[config.mk]
export PLATFORM = sky130hd
export DESIGN_NAME = mbe_ctrl
export DESIGN_NICKNAME = d
export VERILOG_FILES = /design/src/rtl/mbe_pkg.sv /design/src/rtl/mbe_ctrl.sv
export SDC_FILE = /design/constraint.sdc
export NUM_CORES = 1
export LEC_CHECK = 0
export BUFFER_PORTS_ARGS = -buffer_cell sky130_fd_sc_hd__buf_2
export CORE_MARGIN = 3
export CORE_UTILIZATION = 57
export CTS_CLUSTER_SIZE = 14
export DETAILED_ROUTE_END_ITERATION = 12
export PLACE_DENSITY = 0.84
export SLEW_MARGIN = 25
export SYNTH_ARGS = -nofsm -noshare
export SYNTH_HDL_FRONTEND = slang
export SYNTH_SLANG_ARGS = --single-unit
export TNS_END_PERCENT = 100
[constraint.sdc]
create_clock -name i_clk -period 4.2 [get_ports i_clk]
set_input_delay 0.21 -clock i_clk [delete_from_list [all_inputs] [get_ports i_clk]]
set_output_delay 0.21 -clock i_clk [all_outputs]
set_load 0.02 [all_outputs]
[src/rtl/mbe_pkg.sv]
// Shared types and constants of the Mandelbrot escape-time evaluator.
`default_nettype none

package mbe_pkg;

    // Image size that sets the mapping origin (pixel minus half size).
    localparam int unsigned IMAGE_WIDTH  = 800;
    localparam int unsigned IMAGE_HEIGHT = 600;
    localparam logic [10:0] HALF_W = 11'(IMAGE_WIDTH / 2);
    localparam logic [10:0] HALF_H = 11'(IMAGE_HEIGHT / 2);

    // Signed Q4.60 constants.
    localparam logic [63:0] Q_MAX            = 64'h7FFF_FFFF_FFFF_FFFF;
    localparam logic [63:0] Q_MIN            = 64'h8000_0000_0000_0000;
    localparam logic [63:0] ONE_Q60          = 64'h1000_0000_0000_0000;
    localparam logic [63:0] NEG_ONE_Q60      = 64'hF000_0000_0000_0000;
    localparam logic [63:0] NEG_TWO_Q60      = 64'hE000_0000_0000_0000;
    localparam logic [63:0] QUARTER_Q60      = 64'h0400_0000_0000_0000;
    localparam logic [63:0] THREE_16THS_Q60  = 64'h0300_0000_0000_0000;
    localparam logic [63:0] SIXTEENTH_Q60    = 64'h0100_0000_0000_0000;

    // Register reset values.
    localparam logic [63:0] CENTER_RE_RST  = 64'hF800_0000_0000_0000;
    localparam logic [63:0] CENTER_IM_RST  = 64'h0000_0000_0000_0000;
    localparam logic [62:0] PIXEL_STEP_RST = 63'd5697138765606096;
    localparam logic [15:0] MAX_ITER_RST   = 16'd45;

    typedef struct packed {
        logic [9:0] pixel_x;
        logic [9:0] pixel_y;
    } t_in_item;

    typedef struct packed {
        logic [9:0]  out_x;
        logic [9:0]  out_y;
        logic [16:0] iter_count;
        logic        in_set;
        logic [31:0] escape_mag_sq;
    } t_out_item;

    // Products the shared multiplier can be asked for.
    typedef enum logic [2:0] {
        MOP_MAP_RE,
        MOP_MAP_IM,
        MOP_XX,
        MOP_YY,
        MOP_XY,
        MOP_AA,
        MOP_BB,
        MOP_QR
    } t_mul_op;

    typedef struct packed {
        logic    load_pix;
        logic    mul_issue;
        t_mul_op mul_op;
        logic    map_done;
        logic    card_prep;
        logic    card_decide;
        logic    eval;
        logic    update;
    } t_dp_cmd;

    typedef struct packed {
        logic mul_busy;
        logic go;
    } t_dp_stat;

endpackage

`default_nettype wire

[src/rtl/mbe_ctrl.sv]
// Controller: sequences multiplies and datapath steps for one pixel.
`default_nettype none

module mbe_ctrl
    import mbe_pkg::*;
(
    input  wire logic     i_clk,
    input  wire logic     i_rst_n,
    input  wire logic     i_in_valid,
    input  wire logic     i_out_free,
    input  wire t_dp_stat i_stat,
    output t_dp_cmd       o_cmd,
    output logic          o_in_stall,
    output logic          o_finish
);

    typedef enum logic [3:0] {
        ST_IDLE,
        ST_MAP_ISSUE,
        ST_MAP_WAIT,
        ST_MAP_ADD,
        ST_CARD_ISSUE,
        ST_CARD_WAIT,
        ST_CARD_PREP,
        ST_QR_ISSUE,
        ST_QR_WAIT,
        ST_CARD_DECIDE,
        ST_LOOP_ISSUE,
        ST_LOOP_WAIT,
        ST_EVAL,
        ST_STEP,
        ST_FINISH
    } t_state;

    t_state     r_state;
    logic [1:0] r_cnt;

    always_comb begin
        o_cmd        = '0;
        o_cmd.mul_op = MOP_MAP_RE;
        o_finish     = 1'b0;
        case (r_state)
            ST_IDLE:        o_cmd.load_pix = i_in_valid;
            ST_MAP_ISSUE: begin
                o_cmd.mul_issue = 1'b1;
                o_cmd.mul_op    = r_cnt[0] ? MOP_MAP_IM : MOP_MAP_RE;
            end
            ST_MAP_ADD:     o_cmd.map_done = 1'b1;
            ST_CARD_ISSUE: begin
                o_cmd.mul_issue = 1'b1;
                case (r_cnt)
                    2'd0:    o_cmd.mul_op = MOP_XX;
                    2'd1:    o_cmd.mul_op = MOP_YY;
                    2'd2:    o_cmd.mul_op = MOP_AA;
                    default: o_cmd.mul_op = MOP_BB;
                endcase
            end
            ST_CARD_PREP:   o_cmd.card_prep = 1'b1;
            ST_QR_ISSUE: begin
                o_cmd.mul_issue = 1'b1;
                o_cmd.mul_op    = MOP_QR;
            end
            ST_CARD_DECIDE: o_cmd.card_decide = 1'b1;
            ST_LOOP_ISSUE: begin
                o_cmd.mul_issue = 1'b1;
                case (r_cnt)
                    2'd0:    o_cmd.mul_op = MOP_XX;
                    2'd1:    o_cmd.mul_op = MOP_YY;
                    default: o_cmd.mul_op = MOP_XY;
                endcase
            end
            ST_EVAL:        o_cmd.eval = 1'b1;
            ST_STEP:        o_cmd.update = i_stat.go;
            ST_FINISH:      o_finish = i_out_free;
            default:        o_cmd.mul_issue = 1'b0;
        endcase
    end

    assign o_in_stall = (r_state != ST_IDLE);

    always_ff @(posedge i_clk) begin
        if (!i_rst_n) begin
            r_state <= ST_IDLE;
            r_cnt   <= 2'd0;
        end else begin
            case (r_state)
                ST_IDLE: begin
                    r_cnt <= 2'd0;
                    if (i_in_valid) begin
                        r_state <= ST_MAP_ISSUE;
                    end
                end
                ST_MAP_ISSUE: begin
                    if (r_cnt == 2'd1) begin
                        r_cnt   <= 2'd0;
                        r_state <= ST_MAP_WAIT;
                    end else begin
                        r_cnt <= r_cnt + 2'd1;
                    end
                end
                ST_MAP_WAIT: begin
                    if (!i_stat.mul_busy) begin
                        r_state <= ST_MAP_ADD;
                    end
                end
                ST_MAP_ADD:     r_state <= ST_CARD_ISSUE;
                ST_CARD_ISSUE: begin
                    r_cnt <= r_cnt + 2'd1;
                    if (r_cnt == 2'd3) begin
                        r_state <= ST_CARD_WAIT;
                    end
                end
                ST_CARD_WAIT: begin
                    if (!i_stat.mul_busy) begin
                        r_state <= ST_CARD_PREP;
                    end
                end
                ST_CARD_PREP:   r_state <= ST_QR_ISSUE;
                ST_QR_ISSUE:    r_state <= ST_QR_WAIT;
                ST_QR_WAIT: begin
                    if (!i_stat.mul_busy) begin
                        r_state <= ST_CARD_DECIDE;
                    end
                end
                ST_CARD_DECIDE: begin
                    r_cnt   <= 2'd0;
                    r_state <= ST_LOOP_ISSUE;
                end
                ST_LOOP_ISSUE: begin
                    if (r_cnt == 2'd2) begin
                        r_cnt   <= 2'd0;
                        r_state <= ST_LOOP_WAIT;
                    end else begin
                        r_cnt <= r_cnt + 2'd1;
                    end
                end
                ST_LOOP_WAIT: begin
                    if (!i_stat.mul_busy) begin
                        r_state <= ST_EVAL;
                    end
                end
                ST_EVAL:        r_state <= ST_STEP;
                ST_STEP: begin
                    r_cnt   <= 2'd0;
                    r_state <= i_stat.go ? ST_LOOP_ISSUE : ST_FINISH;
                end
                ST_FINISH: begin
                    if (i_out_free) begin
                        r_state <= ST_IDLE;
                    end
                end
                default:        r_state <= ST_IDLE;
            endcase
        end
    end

endmodule

`default_nettype wire

# After elaboration in Yosys (flattened, before gate mapping)
# Index checks and enable logic that the tools add are counted.
[word_totals]
register_bits = 6
latch_bits = 0
mem_bits_rw = 0
rom_bits = 0
input_bits = 6
output_inout_bits = 12
wordCells = 62
memories = 0
[classes]
n_addsub = 1
n_mul = 0
div = 0
order_cmp = 0
n_eq_ne = 26
shift = 0
muxes = 26
bitwise = 0
n_reduce_logical = 7
[ops]
columns = ["op", "n"]
rows = [
  ["$pmux 4 s15", 1],
  ["$mux 4", 9],
  ["$eq 4x4->1 const B", 7],
  ["$ne 2x2->1 const B", 9],
  ["$eq 4x3->1 const B", 4],
  ["$pmux 3 s4", 1],
  ["$mux 1", 9],
  ["$pmux 3 s3", 1],
  ["$reduce_and 9->1", 1],
  ["$eq 4x2->1 const B", 2],
  ["$pmux 2 s4", 1],
  ["$reduce_bool 4->1", 2],
  ["$pmux 3 s2", 1],
  ["$eq 2x2->1 const B", 2],
  ["$eq 4x1->1 const B", 1],
  ["$logic_not 4->1", 1],
  ["$mux 2", 2],
  ["$reduce_or 4->1", 1],
  ["$mux 3", 1],
  ["$reduce_or 3->1", 1],
  ["$add 2x1->2 const B", 1],
  ["$eq 2x1->1 const B", 1],
  ["$logic_not 2->1", 1],
]

# Longest topological paths before layout
# Gate-level depths: netlist of run 1.
[logic_depth]
depth_word = 3
ltp_mapped = 8
depth_no_buf = 7

# Worst setup path before layout of run 1
# No wires, ideal clock.
[synth_path]
path_kind = "register to register"
start = "reg r_cnt[0]"
end = "reg r_state[3]"
setup_ps = 91
arrival_ps = 1746
required_time_ps = 4109
path_slack_ps = 2363
path_stages_with_launch = 7
n_path_buf = 0
period_less_slack_ps = 1837
path_cell_list = "dfxtp_1 > inv_1 > ha_1 > or4bb_1 > a21oi_1 > a2111oi_4 > a311oi_1"
[synth_via]
elab_chain_len = 3
elab_cells_between_ends = 7
classes_between = "eq/ne: 6; reduce/logical: 1"
[synth_rtl]
columns = ["item", "line_no", "rtl"]
rows = [
  ["from (decl)", "mbe_ctrl.sv:36", "logic [1:0] r_cnt;"],
  ["from (signal assigned)", "mbe_ctrl.sv:98", "r_cnt <= r_cnt + 2'd1;"],
  ["from (signal assigned)", "mbe_ctrl.sv:108", "r_cnt <= r_cnt + 2'd1;"],
  ["from (signal assigned)", "mbe_ctrl.sv:134", "r_cnt <= r_cnt + 2'd1;"],
  ["$eq 2x2->1, or another cell as far along", "mbe_ctrl.sv:130", "if (r_cnt == 2'd2) begin"],
  ["$ne 2x2->1 (no source line)", "-", ""],
  ["$reduce_and 9->1 (no source line) *", "-", ""],
  ["to (signal assigned)", "mbe_ctrl.sv:145", "r_state <= i_stat.go ? ST_LOOP_ISSUE : ST_FINISH;"],
  ["to (decl)", "mbe_ctrl.sv:35", "t_state r_state;"],
]
# Every way passes the cells marked *; elsewhere a longest branch is shown, timed or not.
# A chain may end at the register's enable or synchronous reset.

# Final worst setup path of run 1
[layout_path]
start = "reg r_state[1]"
end = "reg r_state[2]"
[layout_via]
elab_chain_len = 3
elab_cells_between_ends = 26
classes_between = "eq/ne: 23; mux: 1; reduce/logical: 2"
[layout_rtl]
columns = ["item", "line_no", "rtl"]
rows = [
  ["$eq 4x4->1, or another cell as far along", "mbe_ctrl.sv:86", "case (r_state)"],
  ["$ne 2x2->1 (no source line)", "-", ""],
  ["$reduce_and 9->1 (no source line)", "-", ""],
]
# Parallel ways exist; a longest one is shown, timed or not.

==> run_results.csv, run 1 <==
group,metric,value,unit
timing,tightest_slew,0.7793,ns
timing,hold_viol,0,
grt,grt_pass1_wl,2.842,mm
placement,hpwl,1.321,mm
final_layout,final_core_util,0.7302,
pwr,switching_power,275.7,uW
pwr,vdd_ir_drop_max,0.4520,mV
routing,drt_pass1_iterations,4,
setup_path,cp_max_fo,27,
synthesis,synth-simple-area-share,0.3552,
routing,vias,845,
synthesis,avgSynthCellArea,7.013,um^2
floorplan,die_w,43.45,um
synthesis,synth_mux_area_frac,0.01252,
synthesis,synthDistinctLibCells,39,
floorplan,fp.coreArea,1201,um^2
min_path,hp-class,"input port to flop",
grt,grt_pass1_vias,641,
synthesis,synth_area_leaders,"dfxtp_1 (15%), ha_1 (11%), nand2_1 (8.0%)",
synthesis,syn_inst,114,
synthesis,yosys_most_used_dff,"dfxtp_1",
setup_path,max_stage_delay,0.82,ns
clock_network,cts_buffers,3,
pwr,power.total,527.2,uW
grt,antenna_found_initial,0,
final_layout,synthToLayoutAreaGrowth,9.703,%
routing,wl_per_cell,13.19,um
clock_network,cts.htree.levels,1,
clock_network,clk_latency,0.24,ns
floorplan,initial_core_util,0.6656,
clock_network,postCtsSetupBuffers,0,
placement,place.gp.congestion,0.8799,
setup_path,worst_setup_path_end_kind,"flop",
placement,preCtsSetupSlack,1.992,ns
synthesis,ys_seq_area_frac,0.1502,
synthesis,yosys.area.top_type,"dfxtp_1",
pwr,intPower,251.5,uW
clock_network,cts.sinks,6,
final_layout,nets,140,
routing,vias_per_cell,6.079,
synthesis,synth-adder-area-share,0.1095,
final_layout,num_antenna_cells,0,
floorplan,dieArea,1888,um^2
grt,grtUsageTotal,0.1963,
routing,drt_iter0_drc,32,
timing,slew_violations,0,
clock_network,cts_tree,"done",
floorplan,num_rows,12,
clock_network,hold_buffers,0,
timing,finalCritPeriodShare,0.5342,
pwr,p_seq_frac,0.276,
routing,antenna_left,0,
grt,grt_max_degree,28,
timing,fin_tns_setup,0,ns
timing,hold_slack,0.2579,ns
setup_path,path_delay_family,"compound AO/OA/AOI/OAI gates",
setup_path,cp_data_arrival_time,2.38,ns
timing,clock_skew,0.002293,ns
routing,route.detailed.drc,0,
timing,relSlewSlack,0.4797,
synthesis,syn-num-nets,127,
synthesis,synth-compound-area-share,0.2676,
final_layout,drive_gt1_frac,0.1680,
synthesis,synth_top_family_by_area,"simple AND/OR/NAND/NOR gates",
synthesis,synth_xor_area_frac,0.02191,
setup_path,path_cells,"xnor2_1, a211o_1, a2111oi_4, nor2_1, a41o_1",
pwr,p_sw_frac,0.5230,
synthesis,syn-cell-area,799.5,um^2
synthesis,synth.top_cell.area_share,0.1502,
grt,overflow,0,
floorplan,die_h,43.45,um
final_layout,register_area,120.1,um^2
routing,routed_wl,1.833,mm
pwr,p_clk_frac,0.098,
timing,max_freq,445.7,MHz
timing,fin_crit,2.243,ns
synthesis,synth_edf_count,0,
setup_path,cp-start-kind,"flop",
clock_network,cts_buffer_depth,2,
timing,rsz0062_at_grt,"no",
outcome,outcome,"complete, no violations",
final_layout,fillers,107,
setup_path,path_buf_inv,0,
setup_path,slowest_stage,"dfxtp_1",
pwr,power.combinational.fraction,0.627,
setup_path,criticalPathCategory,"flop to flop",
clock_network,clk_pin_slew_worst_paths,0.04,ns
clock_network,ctsResizeCount,0,
clock_network,root_buffer,"clkbuf_4",
pwr,p_per_area,601.1,nW/um^2
synthesis,async_flop_share,0,
setup_path,cp.required,4.33,ns
timing,setup_slack,1.957,ns
floorplan,io_pins,18,
synthesis,synth_seq_cells,6,
run,drv_cap,0,
final_layout,multi_input_area,613.1,um^2
synthesis,yosysWarnings,0,
placement,port_buffers,17,
pwr,leakagePower,0.3920,nW
timing,setup_viol_count_final,0,
-- metal layers --
layer  vias up  track usage  wire, um
met1       384       0.2808       875
met5         -            0         0
met3         2      0.02490        80
met4         0      0.09036        23
li1        436            -         -
met2        23       0.2891       854
-- per-stage QoR --
| step | area [um^2] | std cells |
|---|---|---|
| floorplan | 799.5 | 114 |
| global placement | 854.6 | 136 |
| detailed placement | 854.6 | 136 |
| CTS | 877.1 | 139 |
| global route | 877.1 | 139 |
| finish | 877.1 | 139 |
-- placed cells by master (no fill, tap or decap), types with 2 or more instances in the layout --
cell / n
a21oi_1: 7
xnor2_1: 2
nand2_1: 17
clkbuf_4: 3
nand2b_1: 3
nand3_1: 2
or3_1: 2
nor3b_1: 3
nor2b_1: 3
buf_2: 17
dfxtp_1: 6
o21ai_0: 5
inv_1: 5
a31oi_1: 5
and2_1: 2
a22o_1: 2
ha_1: 7
nor2_1: 14
-- cells by family (layout without fill, tap and decap cells) --
| family | after synthesis | count (layout) |
|---|---|---|
| simple gates | 55 | 55 |
| compound gates | 29 | 29 |
| buf+inv | 14 | 25 |
| fa+ha+maj | 7 | 7 |
| flops | 6 | 6 |
| xor+xnor | 2 | 2 |
| mux | 1 | 1 |
-- synth_stat cells (2+ instances only) --
| library cell | n |
|---|---|
| nand2_1 | 17 |
| nor2_1 | 14 |
| a21oi_1 | 7 |
| ha_1 | 7 |
| dfxtp_1 | 6 |
| a31oi_1 | 5 |
| buf_2 | 5 |
| inv_1 | 5 |
| o21ai_0 | 5 |
| clkbuf_1 | 3 |
| nand2b_1 | 3 |
| nor2b_1 | 3 |
| nor3b_1 | 3 |
| a22o_1 | 2 |
| and2_1 | 2 |
| nand3_1 | 2 |
| or3_1 | 2 |
| xnor2_1 | 2 |
-- state kept, by name (all words and copies together), names as in the netlist --
| register | cells |
|---|---|
| r_cnt | 2 |
| r_state | 4 |
-- worst reg2reg max path, cell delays in order (launching register included) --
cell	delay, ns
dfxtp_1	0.82
xnor2_1	0.17
a211o_1	0.35
a2111oi_4	0.50
nor2_1	0.10
a41o_1	0.21
-- layout make-up --
| class | instances | share of cell area |
|---|---|---|
| multi-input cells | 94 | 0.6990 |
| flip-flops and latches | 6 | 0.1369 |
| repair buffers | 17 | 0.09700 |
| clock buffers | 3 | 0.02568 |
| inverters | 5 | 0.02140 |
| well taps | 14 | 0.01997 |
-- final timing paths --
kind                    from    endpoint  slack, ns  cells after the start
setup / recovery  r_state[1]  r_state[2]       1.96                      5
hold / removal       i_rst_n    r_cnt[0]       0.26                      2
setup reg to reg  r_state[1]  r_state[2]       1.96                      5
hold reg to reg     r_cnt[1]    r_cnt[1]       0.69                      2
-- power groups by stage --
stage | clock network [mW] | registers, mW | logic (mW)
finish | 0.0515 | 0.145 | 0.330
global route | 0.0574 | 0.153 | 0.367
CTS | 0.0537 | 0.142 | 0.330
detailed placement | 0 | 0.143 | 0.329
global placement | 0 | 0.139 | 0.317
floorplan | 0 | 0.0919 | 0.318
(Power assumes the default switching activity.)
==> inputs of run 2 (changes only) <==
Settings changed: CORE_UTILIZATION 57 to 52, PLACE_DENSITY 0.84 to 0.78.
Clock period 4.2 ns to 2.31 ns, I/O delays scaled along.
==> run_results.csv, run 2 (synthesis results as in run 1) <==
group,metric,value,unit
floorplan,fp.coreArea,1366,um^2
timing,max_freq,501.7,MHz
timing,finalCritPeriodShare,0.8629,
final_layout,final_cell_mix,"nand2_1 (17), buf_2 (17), nor2_1 (14), a21oi_1 (7), ha_1 (7)",
pwr,p_clk_frac,0.097,
clock_network,cts_buffers,3,
clock_network,cts.htree.levels,1,
placement,place.gp.congestion,0.9538,
floorplan,io_pins,18,
pwr,p_sw_frac,0.5147,
final_layout,final_core_util,0.6703,
clock_network,postCtsSetupBuffers,0,
min_path,hold_depth,2,
final_layout,regMostFlops,"r_state",
setup_path,cp.required,2.46,ns
final_layout,nets,145,
setup_path,slowest_stage,"dfxtp_1",
pwr,leakagePower,0.4188,nW
routing,wl_per_cell,13.81,um
floorplan,die_h,45.21,um
pwr,intPower,477.3,uW
final_layout,reg.largest.list,"r_state (4), r_cnt (2)",
outcome,outcome,"complete, no violations",
routing,route.detailed.drc,0,
pwr,power.combinational.fraction,0.704,
pwr,p_per_area,1074,nW/um^2
setup_path,path_cells,"inv_1, ha_1, or4bb_1, a21oi_1, a2111oi_4, a311oi_1",
setup_path,cp-start-kind,"flop",
timing,setup_viol_count_final,0,
routing,vias_per_cell,6.248,
final_layout,drive_gt1_frac,0.2000,
floorplan,dieArea,2044,um^2
setup_path,criticalPathCategory,"flop to flop",
clock_network,root_buffer,"clkbuf_4",
setup_path,cp_max_fo,8,
routing,antenna_left,0,
clock_network,ctsResizeCount,0,
timing,tightest_slew,0.4256,ns
final_layout,fillers,117,
setup_path,worst_setup_path_end_kind,"flop",
clock_network,clk_pin_slew_worst_paths,0.04,ns
run,drv_cap,0,
setup_path,ff2ff_path_depth,6,
timing,rsz0062_at_grt,"no",
clock_network,cts.sinks,6,
timing,relSlewSlack,0.7163,
floorplan,initial_core_util,0.5852,
final_layout,num_antenna_cells,0,
timing,fin_crit,1.993,ns
placement,port_buffers,17,
floorplan,num_rows,13,
floorplan,die_w,45.21,um
timing,clock_skew,0.002372,ns
grt,antenna_found_initial,0,
clock_network,hold_buffers,0,
setup_path,cp_data_arrival_time,2.15,ns
min_path,hp-class,"input port to flop",
clock_network,cts_tree,"done",
pwr,vdd_ir_drop_max,0.5597,mV
grt,grtUsageTotal,0.2353,
timing,slew_violations,0,
pwr,p_seq_frac,0.199,
clock_network,clk_latency,0.24,ns
grt,grt_max_degree,25,
grt,use_met3,0.06375,
clock_network,cts_buffer_depth,2,
routing,drt_iter0_drc,34,
grt,grt_pass1_vias,817,
placement,hpwl,1.540,mm
grt,use_met2,0.3814,
pwr,power.total,983.4,uW
final_layout,largest_register_ffs,4,
timing,fin_tns_setup,0,ns
grt,grt.busiest_layer,"met2",
grt,use_met1,0.3165,
final_layout,synthToLayoutAreaGrowth,14.55,%
setup_path,max_stage_delay,0.46,ns
pwr,switching_power,506.1,uW
routing,routed_wl,2.002,mm
routing,vias,906,
timing,hold_viol,0,
grt,grt_pass1_wl,3.588,mm
routing,drt_pass1_iterations,4,
grt,overflow,0,
==> run 2: power by group through the flow <==
stage	sequential, mW	combinational [mW]	clock, mW
floorplan	0.167	0.578	0
global placement	0.193	0.676	0
detailed placement	0.196	0.686	0
CTS	0.195	0.690	0.0995
global route	0.204	0.780	0.105
finish	0.196	0.692	0.0956
==> run 2: through the flow <==
step / instances / hold WS, ns / setup WS, ns / cell area [um^2]
after detailed placement: 142 / 0.4091 / 0.3095 / 893.4
after global routing: 145 / 0.1862 / 0.1504 / 915.9
after CTS: 145 / 0.1572 / 0.2991 / 915.9
final: 145 / 0.1638 / 0.3168 / 915.9
after floorplan: 114 / 0.2372 / 0.4734 / 799.5
after global placement: 142 / 0.4089 / 0.3936 / 893.4
==> run 2: path summary, 6_finish.rpt <==
| kind | start | end | slack (ns) |
|---|---|---|---|
| worst max-delay path | r_cnt[0] | r_state[3] | 0.32 |
| worst min register to register | r_cnt[1] | r_cnt[1] | 0.70 |
| worst min-delay path | i_rst_n | r_cnt[0] | 0.16 |
| worst max register to register | r_cnt[0] | r_state[3] | 0.32 |
==> run 2: worst max-delay path, delay by kind of cell, from the launching register on <==
family          cells  cell delay (ns)
flops               1             0.46
buf+inv             1             0.16
simple gates        1             0.46
compound gates      3             0.57
fa+ha+maj           1             0.24
==> run 2: cell type report <==
type / instances / area, um^2 / share of cell area
inverters: 5 / 18.77 / 0.02049
well taps: 15 / 18.77 / 0.02049
flip-flops and latches: 6 / 120.1 / 0.1311
clock buffers: 3 / 22.52 / 0.02459
repair buffers: 22 / 122.6 / 0.1339
multi-input cells: 94 / 613.1 / 0.6694
==> run 2: per-layer routing <==
metal / vias up / part of all wire
met5: - / 0
met4: 0 / 0.0020
met3: 2 / 0.081
met2: 44 / 0.46
met1: 413 / 0.45
li1: 447 / -
